`src/design/lgs_pkg.sv`:
```
// shared types and constants for the toroidal life grid block
`default_nettype none

package lgs_pkg;

   // command codes carried in the request word
   typedef enum logic [1:0] {
      CMD_TOGGLE = 2'd0,
      CMD_CLEAR  = 2'd1,
      CMD_STEP   = 2'd2,
      CMD_READ   = 2'd3
   } cmd_type;

   // sequencer states
   typedef enum logic [2:0] {
      ST_IDLE,
      ST_CELL,
      ST_LOAD_CUR,
      ST_LOAD_NXT,
      ST_ROW,
      ST_DONE
   } state_type;

   // width of the row and column fields in the request word
   localparam int unsigned IDX_FIELD_W = 6;

   // neighbor count width and the life rule thresholds
   localparam int unsigned NBR_CNT_W   = 4;
   localparam logic [NBR_CNT_W-1:0] BIRTH_COUNT = 4'd3;
   localparam logic [NBR_CNT_W-1:0] KEEP_COUNT  = 4'd2;

endpackage

`default_nettype wire

```
`src/design/lgs_row_rule.sv`:
```
// next-generation rule for one full row from the rows above, at and below
`default_nettype none

module lgs_row_rule #(
   parameter int unsigned GRID_SIZE = 64
) (
   input  wire logic [GRID_SIZE-1:0] up_row,
   input  wire logic [GRID_SIZE-1:0] cur_row,
   input  wire logic [GRID_SIZE-1:0] dn_row,
   output logic      [GRID_SIZE-1:0] nxt_row
);
   import lgs_pkg::*;

   // one lane per column, neighbors wrap at the row ends
   for (genvar c = 0; c < GRID_SIZE; c++) begin : g_lane
      localparam int unsigned LF = (c + GRID_SIZE - 1) % GRID_SIZE;
      localparam int unsigned RT = (c + 1) % GRID_SIZE;

      logic [NBR_CNT_W-1:0] nbr_cnt;

      assign nbr_cnt = NBR_CNT_W'(up_row[LF]) + NBR_CNT_W'(up_row[c])
                     + NBR_CNT_W'(up_row[RT]) + NBR_CNT_W'(cur_row[LF])
                     + NBR_CNT_W'(cur_row[RT]) + NBR_CNT_W'(dn_row[LF])
                     + NBR_CNT_W'(dn_row[c]) + NBR_CNT_W'(dn_row[RT]);

      // birth on three, survival on two or three
      assign nxt_row[c] = (nbr_cnt == BIRTH_COUNT)
                        || (cur_row[c] && (nbr_cnt == KEEP_COUNT));
   end

endmodule

`default_nettype wire
```
`config.mk`:
```
export PLATFORM = sky130hd
export DESIGN_NAME = lgs_row_rule
export DESIGN_NICKNAME = d
export VERILOG_FILES = /design/src/design/lgs_pkg.sv /design/src/design/lgs_row_rule.sv
export SDC_FILE = /design/constraint.sdc
export NUM_CORES = 1
export LEC_CHECK = 0
export ABC_AREA = 0
export BUFFER_PORTS_ARGS = -buffer_cell sky130_fd_sc_hd__clkbuf_2
export CAP_MARGIN = 0
export CORE_MARGIN = 2
export CORE_UTILIZATION = 50
export DETAILED_ROUTE_END_ITERATION = 10
export PLACE_DENSITY_LB_ADDON = 0.3
export SLEW_MARGIN = 5
export SYNTH_ARGS = -nofsm -noshare
export SYNTH_HDL_FRONTEND = slang
export SYNTH_SLANG_ARGS = --single-unit
```
`constraint.sdc`:
```
create_clock -name vclk -period 3.25
set_input_delay 0 -clock vclk [all_inputs]
set_output_delay 0 -clock vclk [all_outputs]
set_load 0.05 [all_outputs]
```
==> impl_results.md, run 1 <==
* Leak at 7.33 nW
* Final slew viol count at 0
* DRC errors left at 0
* I/O pins at 256
* Power share of the sequential group at 0%
* Worst endpoint required time at about 3.3 ns
* Max incr delay on CP at 0.56 ns
* Cell taking the most area after synthesis: fa_1
* Internal at about 0.0017 W
* Setup TNS Final at 0 ns
* Clock power frac at 0%
* CTS Hold Buffers Added at 0
* Synth area leaders: fa_1 47%, ha_1 22%, inv_1 15%, a21oi_1 5.9%, nand3_1 2.9%
* Total nets after synthesis at 1855
* Initial Util at about half
* Final setup violation count at 0
* Worst path cell trace: clkbuf_2 > inv_1 > fa_1 > fa_1 > fa_1 > inv_1 > ha_1 > fa_1 > or2_1 > a21oi_1 > clkbuf_2
* Die Y at roughly 150 um
* Via count at between 8000 and 9000
* Antenna violations before repair at 2
* Crit path top cell by count: fa_1
* Largest net degree at the start of global routing at 4
* GR Overflow Total at 0
* FMAX at about 330 MHz
* Share of layout cells above drive strength 1 at between 10% and 20%
* Post-CTS Setup Inserts at 0
* Syn Std Cell Area at about 11000 um^2
* Mapped Cells at around 1200
* Pre-CTS WS at roughly 0.18 ns
* CP endpoint kind: output pin
* Final #Nets at 2113
* Post-route ant nets at 0
* Seq_cells at 0
* WL/cell at 12.2 um
* Worst Max-Slew Pin Slew at approximately 0.32 ns
* Core area at 21200 um^2
* Min-delay worst type: in -> out
* Port Buf Inserts at about 260
* Switching Share at around 65%
* Final GP Congestion at 0.832
* Die area at approximately 23000 um^2
* Period Utilization, post-route at 94.1%
* Vias in the first global route at between 8000 and 9000
* Met1 global-route usage at approximately 25%
* Top-area cell type share of the netlist area at 47.1%
* GR Util met3 at 2.01%
* Slew HR at 78.5%
* CP Max Fanout at 2
* Synthesis Warnings at 0
* Run status: finished clean
* HPWL Detailed at 21100 um
* Critical Path Start Type: primary input
* Crit path max-delay family: adder cells
* Post_cts resized at 0
* Synthesized area per cell at around 9 um^2
* Final Hold Viols at 0
* GRT Util Overall at between 15 and 20%
* DRT Pass-1 Iters at 4
* WP buf/inv at 4
* CP arrival at just over 3 ns
* First-pass GRT wire length at roughly 38000 um
* Area growth from synthesis to layout at 15.0%
* Die Wd at 152 um
* Vias per inst at 4.68
* Critical path class: in -> out
* Max cap viols at 0
* Most crowded layer after global routing: met2
* Filler Cells Inserted at slightly below 2000
* Final worst setup slack at roughly 0.19 ns
* PD cells at 391 nW/um^2
* 1st-iter DRT viols at between 100 and 150
* FP Rows at 53
* CLK BUF at 0
* Final min period at ~3.1 ns
* Storage cell area at 0 um^2
* Total net switching power at roughly 0.0032 W
* Worst path slowest cell: fa_1
* Combinational power share at 100.0%
* Max rail drop VDD at 0.314 mV
* Sequential area share after synthesis at 0%
* Unrepaired setup endpoints after global routing: no
* Met2 GRT Util at a little under two fifths
* WL final at approximately 21000 um
* Netlist cell types at 8
layout make-up:
type | count | area (um^2) | share of cell area (%)
multi-input cells | 768 | 9210 | 73.6
inverters | 447 | 1680 | 13.4
repair buffers | 256 | 1280 | 10.2
well taps | 275 | 344 | 2.75
diodes | 2 | 5.00 | 0.0400
per-stage QoR:
step | hold WS [ns] | instances | utilization, % | power [W] | cell area, um^2
2_1_floorplan | 0.316 | 1215 | - | 0.00377 | 10900
3_3_place_gp | 0.484 | 1746 | 59.0 | 0.00475 | 12500
3_5_place_dp | 0.495 | 1746 | 59.0 | 0.00493 | 12500
4_1_cts | 0.495 | 1746 | 59.0 | 0.00496 | 12500
5_1_grt | 0.519 | 1748 | 59.0 | 0.00566 | 12500
6_report | 0.487 | 1748 | 59.0 | 0.00489 | 12500
logic make-up (layout without fill, tap and decap cells):
| kind of cell | after synthesis | after routing | share of synthesized area, % |
|---|---|---|---|
| buffers and inverters | 447 | 703 | 15.4 |
| AND/OR/NAND/NOR | 128 | 128 | 6.62 |
| AO/OA/AOI/OAI | 192 | 192 | 8.83 |
| other | 0 | 2 | 0 |
| adder cells (fa/ha/maj) | 448 | 448 | 69.1 |
metal layers:
metal	up-vias	routed length, um
li1	4175	-
met3	18	973
met1	3837	9240
met4	0	316
met5	-	0
met2	153	10800
tightest hold or removal path, cell delays in order:
cell and delay (ns):
clkbuf_2 0.09, o21ai_0 0.13, a21oi_1 0.04, clkbuf_2 0.22
cell usage after synthesis:
cell type,instances
a21oi_1,128
fa_1,256
ha_1,192
inv_1,447
nand3_1,64
o21ai_0,64
or2_0,15
or2_1,49
power groups by stage:
stage | combinational, W | clock (W) | sequential [W]
after floorplan | 0.00377 | 0 | 0
after global placement | 0.00475 | 0 | 0
after detailed placement | 0.00493 | 0 | 0
after CTS | 0.00496 | 0 | 0
after global routing | 0.00566 | 0.0000000000823 | 0
final | 0.00489 | 0.0000000000824 | 0
placed cells by master (no fill, tap or decap):
master	instances
a21oi_1	128
clkbuf_2	256
diode_2	2
fa_1	256
ha_1	192
inv_1	447
nand3_1	64
o21ai_0	64
or2_0	15
or2_1	49
path summary, 6_finish.rpt:
check / cells after the start / from / end
worst min-delay path: 4 / cur_row[2] / nxt_row[2]
worst max-delay path: 11 / up_row[26] / nxt_row[27]
No activity file was read; power rests on OpenSTA's default activity.
==> run 2, diff against run 1 <==
- clock period: 3.25 -> 3.2 ns (I/O delays scaled with it)
==> run 2 against run 1 <==
Against the previous run:
- flip-flop and latch count unchanged
- combinational power up 1%
- via count decreased by 0.61%
- count of clock-buffer cells in the layout stayed put
- routed wire length down 1.7%
- power grew 1.3%
- first-iteration DRC count rose by 25%
- final cell count is the same
- worst hold slack improved by 0.0015 ns
- global-route usage down 0.33 points
- setup slack worse by 0.046 ns
- cell area did not move
- largest power group unchanged
==> impl_results.md, run 2 (synthesized netlist as in run 1, its figures left out) <==
* Run status: finished clean
* Die area at 23000 um^2
* Setup TNS Final at 0 ns
* Period Utilization, post-route at 95.5%
* Most common cell after layout, fill and taps aside: inv_1
* Worst Max-Slew Pin Slew at 0.322 ns
* Max cap viols at 0
* Final setup violation count at 0
* Unrepaired setup endpoints after global routing: no
* Die Wd at approximately 150 um
* Vias per inst at between 4 and 5
* Storage cell area at 0 um^2
* Worst Setup SP: up_row[36]
* Die Y at ~150 um
* Initial Util at between 50% and 60%
* Commonest non-fill, non-tap cells in the layout: 447 x inv_1, 256 x fa_1, 255 x clkbuf_2
* Worst endpoint required time at around 3.2 ns
* WL final at roughly 21000 um
* GR Overflow Total at 0
* Area growth from synthesis to layout at 15.0%
* Largest net degree at the start of global routing at 4
* Source of the worst hold timing path: cur_row[2]
* PD cells at roughly 400 nW/um^2
* Post-CTS Setup Inserts at 0
* Final #Nets at 2113
* 1st-iter DRT viols at ~150
* Core area at 21200 um^2
* DRC errors left at 0
* Vias in the first global route at 8783
* I/O pins at roughly 260
* Via count at just over 8000
* CP arrival at 3.06 ns
* Critical Path Start Type: primary input
* WL/cell at around 12 um
* Final min period at approximately 3.1 ns
* Seq_cells at 0
* FMAX at roughly 330 MHz
* HPWL Detailed at approximately 21000 um
* Post-route ant nets at 0
* Max rail drop VDD at about 0.32 mV
* Antenna violations before repair at 2
* CLK BUF at 0
* Share of layout cells above drive strength 1 at about 17%
* FP Rows at 53
* First-pass GRT wire length at roughly 37000 um
* Final GP Congestion at ~0.84
* DRT Pass-1 Iters at 4
* Port Buf Inserts at roughly 260
* Cell area after layout at 12500 um^2
* Leak at approximately 7.3 nW
* Final Hold Viols at 0
* CP endpoint kind: output pin
* Slew HR at roughly four fifths
* CP Max Fanout at 2
* Final slew viol count at 0
* Placed Instance Area at about 13000 um^2
* Critical path class: in -> out
* GRT Util Overall at between 10% and 20%
* Min-delay worst type: in -> out
## run 2: changes by cell type in the layout (fill, tap and decap cells not counted)
| cell | delta |
|---|---|
| buf_2 | +1 |
| clkbuf_2 | -1 |
## run 2: worst paths after layout
kind                       to  cells past startpoint
hold / removal     nxt_row[2]                      4
setup / recovery  nxt_row[37]                     11
## run 2: final cells by class
type                            instances  area (um^2)
Tap cell                              275          344
Inverter                              447         1680
Timing Repair Buffer                  256         1280
Multi-Input combinational cell        768         9210
Fill cell                            1984         8700
Antenna cell                            2         5.00
## run 2: routing by layer
layer  up-vias  GRT usage (%)  wire, um
met5         -              0         0
met4         0           2.45       312
met3        18           2.25      1030
met2       158           36.1     10500
met1      3785           24.8      9050
li1       4172              -         -
## run 2: report_power, final
group	internal [W]	switching, W
logic	0.00176	0.00319
registers	0	0
clock network	0.0000000000836	0
total	0.00176	0.00319
## run 2: timing repair
action	4_1_cts	5_1_grt
hold buffers	0	0
resized for setup	0	1
setup endpoints to repair	0	1
endpoints found under the hold margin	0	0
## run 2: stage by stage
stage          hold WS, ns  worst slack, ns  total power (W)  instances  utilization, %
5_1_grt              0.518          0.00787          0.00574       1748            59.0
2_1_floorplan        0.316           0.0749          0.00383       1215               -
3_3_place_gp         0.484            0.167          0.00482       1746            59.0
3_5_place_dp         0.490            0.134          0.00500       1746            59.0
4_1_cts              0.490            0.116          0.00504       1746            59.0
6_report             0.489            0.144          0.00495       1748            59.0
## run 2: worst max-delay path: stages
cell	delay, ns
clkbuf_2	0.09
inv_1	0.08
fa_1	0.56
fa_1	0.44
fa_1	0.50
inv_1	0.04
ha_1	0.20
fa_1	0.39
or2_0	0.21
a21oi_1	0.23
clkbuf_2	0.32
==> run 3, diff against run 2 <==
- BUFFER_PORTS_ARGS: -buffer_cell sky130_fd_sc_hd__clkbuf_2 -> default
- CORE_UTILIZATION: 50 -> 65
- DONT_BUFFER_PORTS: default -> 1
==> run 3 against run 2 <==
Against the previous run:
- utilization rose by 12 points
- routed wire length fell by 1.9%
- fmax rose by 7.5%
- combinational power rose by 2%
- largest power group unchanged
==> impl_results.md, run 3 (synthesized netlist as in run 1, its figures left out) <==
* Slew HR at between 80% and 90%
* Critical Path Start Type: primary input
* Final GP Congestion at about 0.91
* Critical path class: in -> out
* Vias per inst at approximately 5.2
* Final Hold Viols at 0
* Total net switching power at roughly 0.0032 W
* Initial Util at about two thirds
* Storage cell area at 0 um^2
* Min-delay worst type: in -> out
* FMAX at 352 MHz
* Pre-CTS WS at 0.387 ns
* First-pass GRT wire length at 36000 um
* Period Utilization, post-route at between 80% and 90%
* Power share of the sequential group at 0%
* Combinational power share at between 90% and 100%
* Largest net degree at the start of global routing at 4
* FP Rows at between 40 and 50
* Run status: finished clean
* Max rail drop VDD at 0.364 mV
* PD cells at ~440 nW/um^2
* Placed Instance Area at around 12000 um^2
* Max cap viols at 0
* Worst endpoint required time at ~3.2 ns
* Commonest non-fill, non-tap cells in the layout: 447 x inv_1, 256 x fa_1, 192 x ha_1
* Final slew viol count at 0
* Port Buf Inserts at 0
* Worst Max-Slew Pin Slew at between 0.2 and 0.25 ns
* Internal at between 0.0015 and 0.002 W
* Post_cts resized at 0
* WP buf/inv at 3
* Seq_cells at 0
* Final min period at 2.84 ns
* Clock power frac at 0%
* Unrepaired setup endpoints after global routing: no
* Core area at 16500 um^2
* Crit path max-delay family: adder cells
* Post-route ant nets at 0
* DRT Pass-1 Iters at 6
* Worst path slowest cell: fa_1
* CLK BUF at 0
* Cell area after layout at approximately 12000 um^2
* Die area at ~18000 um^2
* Area growth from synthesis to layout at 6.94%
* DRC errors left at 0
* HPWL Detailed at 20200 um
* Die Wd at approximately 130 um
* CP endpoint kind: output pin
* CTS Hold Buffers Added at 0
* Diode count at 0
* Worst path cell trace: inv_1 > fa_1 > fa_1 > fa_1 > inv_1 > ha_1 > fa_1 > or2_0 > a21oi_1 > buf_4
* 1st-iter DRT viols at just under 200
* Setup TNS Final at 0 ns
* Via count at slightly below 8000
* Antenna violations before repair at 0
* CP arrival at roughly 2.8 ns
* WL/cell at ~14 um
* Post-CTS Setup Inserts at 0
* Vias in the first global route at between 8000 and 9000
* Crit path top cell by count: fa_1
* Max incr delay on CP at about 0.57 ns
* Leak at 6.58 nW
* WL final at between 20000 and 25000 um
* Die Y at around 130 um
* CP Max Fanout at 2
* Final #Nets at ~1900
* Share of layout cells above drive strength 1 at between 5 and 6%
* Most common cell after layout, fill and taps aside: inv_1
* Final setup violation count at 0
* Final worst setup slack at roughly 0.36 ns
* GR Overflow Total at 0
* Switching Share at between 60% and 70%
* I/O pins at approximately 260
* GRT Util Overall at between 20% and 30%
## run 3: final timing paths
path	cells after the start	endpoint	slack (ns)	from
setup / recovery	10	nxt_row[51]	0.36	up_row[50]
hold / removal	3	nxt_row[1]	0.35	cur_row[1]
## run 3: final cells by class
type                       instances  area (um^2)
inverter                         447         1680
multi-input combinational        768         9210
tap                              220          275
timing repair buffer              64          480
fill                            1308         4820
## run 3: metrics by stage
stage / power (W) / hold slack (ns) / std cells / utilization, %
6_report: 0.00507 / 0.348 / 1499 / 70.7
5_1_grt: 0.00577 / 0.356 / 1499 / 70.7
4_1_cts: 0.00512 / 0.351 / 1499 / 70.7
3_5_place_dp: 0.00508 / 0.352 / 1499 / 70.7
3_3_place_gp: 0.00486 / 0.344 / 1499 / 70.7
2_1_floorplan: 0.00383 / 0.316 / 1215 / -
## run 3: layer usage
layer / track usage, % / up-vias / share of wire, %
met1: 29.2 / 3697 / 40
met4: 7.39 / 0 / 4.2
met3: 4.83 / 57 / 7.0
met2: 43.4 / 211 / 49
li1: - / 3785 / -
met5: 0 / - / 0
## run 3: power groups by stage
| stage | Combinational (W) | Sequential [W] | Clock [W] |
|---|---|---|---|
| 2_1_floorplan | 0.00383 | 0 | 0 |
| 3_3_place_gp | 0.00486 | 0 | 0 |
| 3_5_place_dp | 0.00508 | 0 | 0 |
| 4_1_cts | 0.00512 | 0 | 0 |
| 5_1_grt | 0.00577 | 0 | 0 |
| 6_report | 0.00507 | 0 | 0 |
